`config.mk`:
```
export PLATFORM = sky130hd
export DESIGN_NAME = fixed_timestep_accumulator_unit
export DESIGN_NICKNAME = d
export VERILOG_FILES = /design/src/design/fta_pkg.sv /design/src/design/fta_cfg.sv /design/src/design/fta_alu.sv /design/src/design/fta_core.sv /design/src/design/fixed_timestep_accumulator_unit.sv
export SDC_FILE = /design/constraint.sdc
export NUM_CORES = 2
export LEC_CHECK = 0
export ABC_AREA = 1
export BUFFER_PORTS_ARGS = -buffer_cell sky130_fd_sc_hd__buf_2
export CAP_MARGIN = 5
export CORE_MARGIN = 10
export CORE_UTILIZATION = 40
export CTS_BUF_LIST = sky130_fd_sc_hd__clkbuf_4
export DETAILED_ROUTE_END_ITERATION = 10
export GPL_ROUTABILITY_DRIVEN = 0
export GPL_TIMING_DRIVEN = 0
export HOLD_SLACK_MARGIN = 0.03
export PLACE_DENSITY_LB_ADDON = 0.15
export SLEW_MARGIN = 20
export SYNTH_ARGS = -nofsm -noshare
export SYNTH_HDL_FRONTEND = slang
export SYNTH_HIERARCHICAL = 1
export SYNTH_SLANG_ARGS = --single-unit
```
`constraint.sdc`:
```
create_clock -name clk_i -period 6.1 [get_ports clk_i]
set_input_delay 0.915 -clock clk_i [delete_from_list [all_inputs] [get_ports clk_i]]
set_output_delay 0.915 -clock clk_i [all_outputs]
set_load 0.005 [all_outputs]
```
`src/design/fta_pkg.sv`:
```
// Shared widths, register codes, reset values and types of the fixed-timestep accumulator.
package fta_pkg;

  // Field widths
  localparam int unsigned RAW_W    = 40;
  localparam int unsigned SCALE_W  = 16;
  localparam int unsigned NS_W     = 32;
  localparam int unsigned SD_W     = 40;
  localparam int unsigned ACC_W    = 41;
  localparam int unsigned TOTAL_W  = 63;
  localparam int unsigned FRAME_W  = 48;
  localparam int unsigned STEP_W   = 6;
  localparam int unsigned ALPHA_W  = 16;
  localparam int unsigned CFG_IDX_W = 3;
  localparam int unsigned CFG_DAT_W = 32;

  // Default bound on the per-frame step budget
  localparam int unsigned MAX_STEPS_BOUND_DEF = 63;

  // Register indexes
  localparam logic [CFG_IDX_W-1:0] CFG_PAUSED     = 3'd0;
  localparam logic [CFG_IDX_W-1:0] CFG_TIME_SCALE = 3'd1;
  localparam logic [CFG_IDX_W-1:0] CFG_MAX_DELTA  = 3'd2;
  localparam logic [CFG_IDX_W-1:0] CFG_FIXED_STEP = 3'd3;
  localparam logic [CFG_IDX_W-1:0] CFG_MAX_STEPS  = 3'd4;

  // Register reset values
  localparam logic [SCALE_W-1:0] TIME_SCALE_RST = 16'd256;
  localparam logic [NS_W-1:0]    MAX_DELTA_RST  = 32'd250000000;
  localparam logic [NS_W-1:0]    FIXED_STEP_RST = 32'd16666667;
  localparam logic [STEP_W-1:0]  MAX_STEPS_RST  = 6'd8;

  // Configuration seen by the core
  typedef struct packed {
    logic               paused;
    logic [SCALE_W-1:0] time_scale_q8;
    logic [NS_W-1:0]    max_delta_ns;
    logic [NS_W-1:0]    fixed_step_ns;
    logic [STEP_W-1:0]  max_steps;
  } fta_cfg_t;

endpackage

```
`src/design/fta_cfg.sv`:
```
// Configuration register file with write sanitising.
module fta_cfg import fta_pkg::*; #(
  parameter int unsigned MAX_STEPS_BOUND = MAX_STEPS_BOUND_DEF
) (
  input  logic                 clk_i,
  input  logic                 rst_ni,
  input  logic                 cfg_valid_i,
  output logic                 cfg_ready_o,
  input  logic [CFG_IDX_W-1:0] cfg_index_i,
  input  logic [CFG_DAT_W-1:0] cfg_data_i,
  output fta_cfg_t             cfg_o
);

  localparam logic [STEP_W-1:0] Bound = STEP_W'(MAX_STEPS_BOUND);

  fta_cfg_t          cfg_q, cfg_d;
  logic [STEP_W-1:0] steps_wr;

  assign cfg_ready_o = 1'b1;
  assign cfg_o       = cfg_q;

  // Saturate the step budget into one to the bound
  always_comb begin
    steps_wr = cfg_data_i[STEP_W-1:0];
    if (steps_wr == '0) begin
      steps_wr = STEP_W'(1);
    end
    if (steps_wr > Bound) begin
      steps_wr = Bound;
    end
  end

  // Decode a write; unknown indexes are dropped
  always_comb begin
    cfg_d = cfg_q;
    if (cfg_valid_i) begin
      unique case (cfg_index_i)
        CFG_PAUSED:     cfg_d.paused        = cfg_data_i[0];
        CFG_TIME_SCALE: cfg_d.time_scale_q8 = cfg_data_i[SCALE_W-1:0];
        CFG_MAX_DELTA:  cfg_d.max_delta_ns  = cfg_data_i[NS_W-1:0];
        CFG_FIXED_STEP: begin
          // a zero step length is ignored
          if (cfg_data_i[NS_W-1:0] != '0) begin
            cfg_d.fixed_step_ns = cfg_data_i[NS_W-1:0];
          end
        end
        CFG_MAX_STEPS:  cfg_d.max_steps     = steps_wr;
        default: ;
      endcase
    end
  end

  always_ff @(posedge clk_i or negedge rst_ni) begin
    if (!rst_ni) begin
      cfg_q.paused        <= 1'b0;
      cfg_q.time_scale_q8 <= TIME_SCALE_RST;
      cfg_q.max_delta_ns  <= MAX_DELTA_RST;
      cfg_q.fixed_step_ns <= FIXED_STEP_RST;
      cfg_q.max_steps     <= MAX_STEPS_RST;
    end else begin
      cfg_q <= cfg_d;
    end
  end

endmodule

```
`src/design/fta_alu.sv`:
```
// Shared subtract-and-compare unit against the fixed step length.
module fta_alu import fta_pkg::*; (
  input  logic [ACC_W-1:0] a_i,
  input  logic [NS_W-1:0]  b_i,
  output logic [ACC_W-1:0] diff_o,
  output logic             ge_o
);

  logic [ACC_W:0] diff;

  // Subtract with a borrow bit; no borrow means a is at least b
  assign diff   = {1'b0, a_i} - {(ACC_W + 1 - NS_W)'(0), b_i};
  assign diff_o = diff[ACC_W-1:0];
  assign ge_o   = ~diff[ACC_W];

endmodule

```
`src/design/fta_core.sv`:
```
// Frame sequencer: clamp, scale, accumulate, grant steps and divide out alpha.
module fta_core import fta_pkg::*; (
  input  logic               clk_i,
  input  logic               rst_ni,
  input  fta_cfg_t           cfg_i,
  input  logic               in_valid_i,
  output logic               in_ready_o,
  input  logic [RAW_W-1:0]   raw_delta_ns_i,
  output logic               out_valid_o,
  input  logic               out_ready_i,
  output logic               is_step_o,
  output logic [STEP_W-1:0]  step_index_o,
  output logic [SD_W-1:0]    scaled_delta_ns_o,
  output logic [NS_W-1:0]    unscaled_delta_ns_o,
  output logic [ALPHA_W-1:0] alpha_q16_o,
  output logic               budget_dropped_o,
  output logic [FRAME_W-1:0] frame_count_o,
  output logic [TOTAL_W-1:0] elapsed_ns_o,
  output logic [TOTAL_W-1:0] unscaled_elapsed_ns_o,
  output logic               last_o
);

  localparam int unsigned CNT_W = $clog2(ALPHA_W);
  localparam int unsigned PROD_W = NS_W + SCALE_W;

  // Sequencer states
  localparam logic [2:0] S_IDLE  = 3'd0;
  localparam logic [2:0] S_SCALE = 3'd1;
  localparam logic [2:0] S_ACCUM = 3'd2;
  localparam logic [2:0] S_STEP  = 3'd3;
  localparam logic [2:0] S_EMIT  = 3'd4;
  localparam logic [2:0] S_DIV   = 3'd5;
  localparam logic [2:0] S_DONE  = 3'd6;

  logic [2:0]         state_q, state_d;
  logic [NS_W-1:0]    ud_q, ud_d;
  logic [SD_W-1:0]    sd_q, sd_d;
  logic [ACC_W-1:0]   acc_q, acc_d;
  logic [TOTAL_W-1:0] stot_q, stot_d;
  logic [TOTAL_W-1:0] utot_q, utot_d;
  logic [FRAME_W-1:0] frames_q, frames_d;
  logic [STEP_W-1:0]  steps_q, steps_d;
  logic               dropped_q, dropped_d;
  logic [NS_W-1:0]    rem_q, rem_d;
  logic [ALPHA_W-1:0] quot_q, quot_d;
  logic [CNT_W-1:0]   cnt_q, cnt_d;

  logic [NS_W-1:0]    ud_clamp;
  logic [PROD_W-1:0]  prod;
  logic [ACC_W:0]     acc_sum;
  logic [ACC_W-1:0]   alu_a;
  logic [ACC_W-1:0]   alu_diff;
  logic               alu_ge;

  // Clamp the raw delta: negatives to zero, large values to the maximum
  always_comb begin
    if (raw_delta_ns_i[RAW_W-1]) begin
      ud_clamp = '0;
    end else if ((raw_delta_ns_i[RAW_W-2:NS_W] != '0) ||
                 (raw_delta_ns_i[NS_W-1:0] > cfg_i.max_delta_ns)) begin
      ud_clamp = cfg_i.max_delta_ns;
    end else begin
      ud_clamp = raw_delta_ns_i[NS_W-1:0];
    end
  end

  assign prod    = ud_q * cfg_i.time_scale_q8;
  assign acc_sum = {1'b0, acc_q} + {(ACC_W + 1 - SD_W)'(0), sd_q};

  // Shared unit: accumulator during steps, shifted remainder during division
  assign alu_a = (state_q == S_DIV) ? {(ACC_W - NS_W - 1)'(0), rem_q, 1'b0} : acc_q;

  fta_alu u_alu (
    .a_i    (alu_a),
    .b_i    (cfg_i.fixed_step_ns),
    .diff_o (alu_diff),
    .ge_o   (alu_ge)
  );

  // Sequencer
  always_comb begin
    state_d   = state_q;
    ud_d      = ud_q;
    sd_d      = sd_q;
    acc_d     = acc_q;
    stot_d    = stot_q;
    utot_d    = utot_q;
    frames_d  = frames_q;
    steps_d   = steps_q;
    dropped_d = dropped_q;
    rem_d     = rem_q;
    quot_d    = quot_q;
    cnt_d     = cnt_q;
    unique case (state_q)
      S_IDLE: begin
        if (in_valid_i) begin
          ud_d    = ud_clamp;
          state_d = S_SCALE;
        end
      end
      S_SCALE: begin
        sd_d    = cfg_i.paused ? '0 : prod[PROD_W-1:8];
        state_d = S_ACCUM;
      end
      S_ACCUM: begin
        // add into totals; saturate the accumulator
        acc_d     = acc_sum[ACC_W] ? '1 : acc_sum[ACC_W-1:0];
        stot_d    = stot_q + TOTAL_W'(sd_q);
        utot_d    = utot_q + TOTAL_W'(ud_q);
        frames_d  = frames_q + FRAME_W'(1);
        steps_d   = '0;
        dropped_d = 1'b0;
        state_d   = S_STEP;
      end
      S_STEP: begin
        quot_d = '0;
        cnt_d  = '0;
        if (alu_ge && (steps_q >= cfg_i.max_steps)) begin
          // budget spent with debt left: drop it
          acc_d     = '0;
          dropped_d = 1'b1;
          rem_d     = '0;
          state_d   = S_DIV;
        end else if (alu_ge) begin
          acc_d   = alu_diff;
          state_d = S_EMIT;
        end else begin
          // accumulator is below one step here, so it fits the remainder
          rem_d   = acc_q[NS_W-1:0];
          state_d = S_DIV;
        end
      end
      S_EMIT: begin
        if (out_ready_i) begin
          steps_d = steps_q + STEP_W'(1);
          state_d = S_STEP;
        end
      end
      S_DIV: begin
        // one restoring division bit per cycle
        rem_d  = alu_ge ? alu_diff[NS_W-1:0] : {rem_q[NS_W-2:0], 1'b0};
        quot_d = {quot_q[ALPHA_W-2:0], alu_ge};
        cnt_d  = cnt_q + CNT_W'(1);
        if (cnt_q == CNT_W'(ALPHA_W - 1)) begin
          state_d = S_DONE;
        end
      end
      S_DONE: begin
        if (out_ready_i) begin
          state_d = S_IDLE;
        end
      end
      default: state_d = S_IDLE;
    endcase
  end

  // Control and model state
  always_ff @(posedge clk_i or negedge rst_ni) begin
    if (!rst_ni) begin
      state_q   <= S_IDLE;
      acc_q     <= '0;
      stot_q    <= '0;
      utot_q    <= '0;
      frames_q  <= '0;
      steps_q   <= '0;
      dropped_q <= 1'b0;
      cnt_q     <= '0;
    end else begin
      state_q   <= state_d;
      acc_q     <= acc_d;
      stot_q    <= stot_d;
      utot_q    <= utot_d;
      frames_q  <= frames_d;
      steps_q   <= steps_d;
      dropped_q <= dropped_d;
      cnt_q     <= cnt_d;
    end
  end

  // Payload registers
  always_ff @(posedge clk_i) begin
    ud_q   <= ud_d;
    sd_q   <= sd_d;
    rem_q  <= rem_d;
    quot_q <= quot_d;
  end

  // Results are held in registers while the sequencer waits for the transfer
  assign in_ready_o            = (state_q == S_IDLE);
  assign out_valid_o           = (state_q == S_EMIT) || (state_q == S_DONE);
  assign is_step_o             = (state_q == S_EMIT);
  assign last_o                = (state_q == S_DONE);
  assign step_index_o          = steps_q;
  assign scaled_delta_ns_o     = sd_q;
  assign unscaled_delta_ns_o   = ud_q;
  assign alpha_q16_o           = (state_q == S_DONE) ? quot_q : '0;
  assign budget_dropped_o      = (state_q == S_DONE) && dropped_q;
  assign frame_count_o         = frames_q;
  assign elapsed_ns_o          = stot_q;
  assign unscaled_elapsed_ns_o = utot_q;

endmodule

```
`src/design/fixed_timestep_accumulator_unit.sv`:
```
// Top level of the fixed-timestep accumulator: configuration registers and frame core.
// The first step result follows the scale, accumulate and step states after the input transfer.
// One frame is taken at a time: a new input is accepted only back in idle, after the granted
// steps (each a step check and an emit) and the 16-bit alpha division on the shared subtractor.
// Reset: asynchronous, active low; clears all totals and loads register defaults.
module fixed_timestep_accumulator_unit import fta_pkg::*; #(
  parameter int unsigned MAX_STEPS_BOUND = MAX_STEPS_BOUND_DEF
) (
  input  logic                 clk_i,
  input  logic                 rst_ni,
  input  logic                 cfg_valid_i,
  output logic                 cfg_ready_o,
  input  logic [CFG_IDX_W-1:0] cfg_index_i,
  input  logic [CFG_DAT_W-1:0] cfg_data_i,
  input  logic                 in_valid_i,
  output logic                 in_ready_o,
  input  logic [RAW_W-1:0]     raw_delta_ns_i,
  output logic                 out_valid_o,
  input  logic                 out_ready_i,
  output logic                 is_step_o,
  output logic [STEP_W-1:0]    step_index_o,
  output logic [SD_W-1:0]      scaled_delta_ns_o,
  output logic [NS_W-1:0]      unscaled_delta_ns_o,
  output logic [ALPHA_W-1:0]   alpha_q16_o,
  output logic                 budget_dropped_o,
  output logic [FRAME_W-1:0]   frame_count_o,
  output logic [TOTAL_W-1:0]   elapsed_ns_o,
  output logic [TOTAL_W-1:0]   unscaled_elapsed_ns_o,
  output logic                 last_o
);

  fta_cfg_t cfg;

  // Hold the sanitised configuration
  fta_cfg #(
    .MAX_STEPS_BOUND (MAX_STEPS_BOUND)
  ) u_cfg (
    .clk_i       (clk_i),
    .rst_ni      (rst_ni),
    .cfg_valid_i (cfg_valid_i),
    .cfg_ready_o (cfg_ready_o),
    .cfg_index_i (cfg_index_i),
    .cfg_data_i  (cfg_data_i),
    .cfg_o       (cfg)
  );

  // Advance one frame per input transfer
  fta_core u_core (
    .clk_i                 (clk_i),
    .rst_ni                (rst_ni),
    .cfg_i                 (cfg),
    .in_valid_i            (in_valid_i),
    .in_ready_o            (in_ready_o),
    .raw_delta_ns_i        (raw_delta_ns_i),
    .out_valid_o           (out_valid_o),
    .out_ready_i           (out_ready_i),
    .is_step_o             (is_step_o),
    .step_index_o          (step_index_o),
    .scaled_delta_ns_o     (scaled_delta_ns_o),
    .unscaled_delta_ns_o   (unscaled_delta_ns_o),
    .alpha_q16_o           (alpha_q16_o),
    .budget_dropped_o      (budget_dropped_o),
    .frame_count_o         (frame_count_o),
    .elapsed_ns_o          (elapsed_ns_o),
    .unscaled_elapsed_ns_o (unscaled_elapsed_ns_o),
    .last_o                (last_o)
  );

endmodule
```
==> flow_summary.toml <==
[route]
wl_met3_um = 17000
met2_length_um = 86690
drc_errors = 0
finalWirelength_um = 199600
wl_per_cell_um = 21.00
drt-met1-wl_um = 85090
drt-vias-per-instance = 5.210
vias = 49500
top_layer = "met5"
postRouteAntennaNets = 0
first_iter_violations = 4950
dr.pass1.iters = 6

[sta]
max_freq_mhz = 166.5
report.final.slew_viol_count = 0
final.setup_skew_ps = 94.22
post-route-period-util_pct = 98.49
final_hold_viol_count = 0
min_period_ps = 6008
setup_violations = 0
rsz0062_at_grt = "yes"
tightest_slew_ps = 1102
relSlewSlack_pct = 25.95

[worst_setup_path]
cp-end-kind = "register"
worst_ep_required_time_ps = 6920
worstReg2RegEnd = "u_core/scaled_delta_ns_o[37]"
crit_type = "register to register"
regToRegStartpoint = "u_core/unscaled_delta_ns_o[4]"
reg2reg_depth = 24
path_max_fanout = 10
r2r_setup_slack_ps = 90
critPathArrivalTime_ps = 6830
critPathLaunchType = "register"

[status]
status = "finished, final reports clean"

[floorplan]
die_x_um = 373.0
core_area_um2 = 123800
initial_utilization_pct = 40.26
num_io_pins = 354
die_area_um2 = 139100
rows = 129
die_h_um = 373.0

[layout]
stdcell_count = 9502
drive_above_1_share_pct = 14.01
nets = 8564
syn_to_final_growth_pct = 15.60
nFillCells = 12760

[cts]
path_clk_slew_ps = 60
cts_buffer_depth = 3
root_buffer = "clkbuf_4"
cts_inserted_buffers = 132
htreeDepth = 4
cts_tree = "built"
cts.sinks = 436
clock_latency_ps = 1110

[grt]
grt_usage_pct = 27.74
grt_pass1_vias = 48170
grt_overflow = 0
grt_max_degree = 94
antenna_found_initial = 15
grt_pass1_wl_um = 296600

[synthesis]
syn_nets = 7995
synth_area_um2 = 49840
synth_area_leaders = "fa_1 (17%), nand2_1 (17%), dfrtp_1 (14%), inv_1 (11%), ha_1 (7.6%)"
yosysWarnings = 6
yosys_register_bits = 436
yosys.area.top_type = "fa_1"
synthDistinctLibCells = 57
synth_edf_count = 120
synth_ff_type = "dfrtp_1"
yosysSeqAreaShare_pct = 23.17
yosysTopAreaCellShare_pct = 16.91
async_flop_share_pct = 72.48
syn_avg_cell_area_um2 = 6.930
synthCells = 7192

[worst_hold_path]
hold_depth = 3
holdPathEnd = "u_cfg/cfg_o[78]"
hp-class = "input pin to register"
hp-start = "cfg_data_i[8]"

[placed_design]
place_inst = 9190
port_buffers = 352
hpwl_um = 163400

[job]
cap_violations = 0
==> timing repair <==
| item | in CTS | in global routing |
|---|---|---|
| setup endpoints to repair | 37 | 52 |
| endpoints found under the hold margin | 59 | 0 |
| gates cloned | 0 | 1 |
| hold buffers | 2 | 0 |
| setup buffers | 43 | 36 |
| pin swaps | 0 | 49 |
| gates resized for setup | 229 | 305 |
==> metal layers <==
layer  track usage, %  up-vias
met3            5.388      390
met2            42.62     2217
met1            37.16    23560
met4            13.69       12
li1                 -    23330
met5                0        -
==> cell usage after synthesis (17+ instances only) <==
master and n:
a21o_1 18, a21oi_1 353, buf_2 17, clkbuf_1 177, dfrtp_1 288, dfstp_2 28
edfxtp_1 120, fa_1 421, ha_1 302, inv_1 1407, nand2_1 2219, nand2_2 28
nand3_1 325, nand3b_1 46, nand4_1 68, nor2_1 595, nor3_1 77, nor4_1 22
o21ai_0 343, o21bai_1 21, or2_2 25, xnor2_1 75, xor2_1 81
==> worst max-delay path, cell delays in order (launching register included) <==
cell      delay, ps
edfxtp_1        530
buf_6           200
clkbuf_4        200
nand2_1          90
inv_1            60
fa_1            570
fa_1            440
fa_1            530
fa_1            430
fa_1            480
inv_1            50
fa_1            570
inv_1           100
ha_4            330
nand2_2         110
nor2_4          140
inv_2            70
nor3_4          190
nand2_1         100
nor2_1          140
nand2_1         130
nand3_2         110
nand2_1          50
nand2_1          60
nor2_1           60
==> per-stage QoR <==
step	cell area [µm²]	util, %	setup WS, ps	hold slack, ps	TNS [ps]
final	57610	46.54	92.36	164.1	0
after global routing	57610	46.53	-36.94	81.90	-78.89
after CTS	56440	45.59	-13.61	36.20	-14.83
after detailed placement	53840	43.49	-1087	451.1	-30640
after global placement	53650	43.34	-2475	451.2	-727910
after floorplan	49840	-	480.2	441.9	0
==> worst max-delay path by stage <==
stage,cells after the start,from,end,slack (ps)
global placement,1,rst_ni,u_core/unscaled_elapsed_ns_o[12],-2470
floorplan,24,u_core/unscaled_delta_ns_o[21],u_core/scaled_delta_ns_o[28],480
global route,24,u_core/unscaled_delta_ns_o[21],u_core/scaled_delta_ns_o[28],-40
detailed placement,23,u_core/unscaled_delta_ns_o[7],u_core/scaled_delta_ns_o[30],-1090
CTS,24,u_core/unscaled_delta_ns_o[16],u_core/scaled_delta_ns_o[36],-10
finish,24,u_core/unscaled_delta_ns_o[4],u_core/scaled_delta_ns_o[37],90
==> cell families after synthesis <==
family / after synthesis / synth area share (%)
AND/OR/NAND/NOR: 3467 / 28.85
buffers and inverters: 1628 / 12.39
AO/OA/AOI/OAI: 769 / 8.086
adder cells (fa/ha/maj): 723 / 24.49
flip-flops: 436 / 23.17
XOR/XNOR: 156 / 2.742
multiplexers: 12 / 0.2711
other: 1 / 0.007524
==> area by class of cell <==
type | count | area [µm²] | area share, %
tap | 1637 | 2048 | 3.555
buffer | 202 | 1400 | 2.430
timing repair buffer | 443 | 2619 | 4.546
sequential | 436 | 11560 | 20.07
clock buffer | 195 | 1464 | 2.541
inverter | 1418 | 5325 | 9.243
clock inverter | 36 | 266.5 | 0.4626
multi-input combinational | 5128 | 32910 | 57.12
antenna | 7 | 17.52 | 0.03041
==> placed cells by master (no fill, tap or decap), drive strengths merged, types with 2 or more instances in the layout <==
cell type / instances
a31oi: 8
o22ai: 2
dfrtp: 288
a21oi: 353
clkinv: 27
edfxtp: 120
o21ai: 344
xnor2: 75
dlygate4sd3: 2
inv: 1420
mux2: 12
o211ai: 3
buf: 517
dfstp: 28
or2: 27
ha: 302
fa: 421
clkinvlp: 3
nor3b: 2
nor2: 615
xor2: 81
o21a: 15
a21boi: 2
nand3b: 46
a21o: 18
o21bai: 21
and3: 4
bufinv: 4
nand2b: 3
diode: 7
and2: 6
clkbuf: 321
nand4: 68
nor4: 27
nand2: 2247
nand3: 338
nor3: 82
==> registers in the layout (all words and copies together), names as in the netlist <==
name	cells
u_cfg/cfg_o	87
u_core/elapsed_ns_o	63
u_core/unscaled_elapsed_ns_o	63
u_core/frame_count_o	48
u_core/acc_q	41
u_core/scaled_delta_ns_o	40
u_core/rem_q	32
u_core/unscaled_delta_ns_o	32
u_core/quot_q	16
u_core/step_index_o	6
u_core/cnt_q	4
u_core/state_q	3
u_core/dropped_q	1
Power is left out: the tool's default activity adds up to more than one toggle a clock period on the data nets, which glitch-free logic cannot reach.
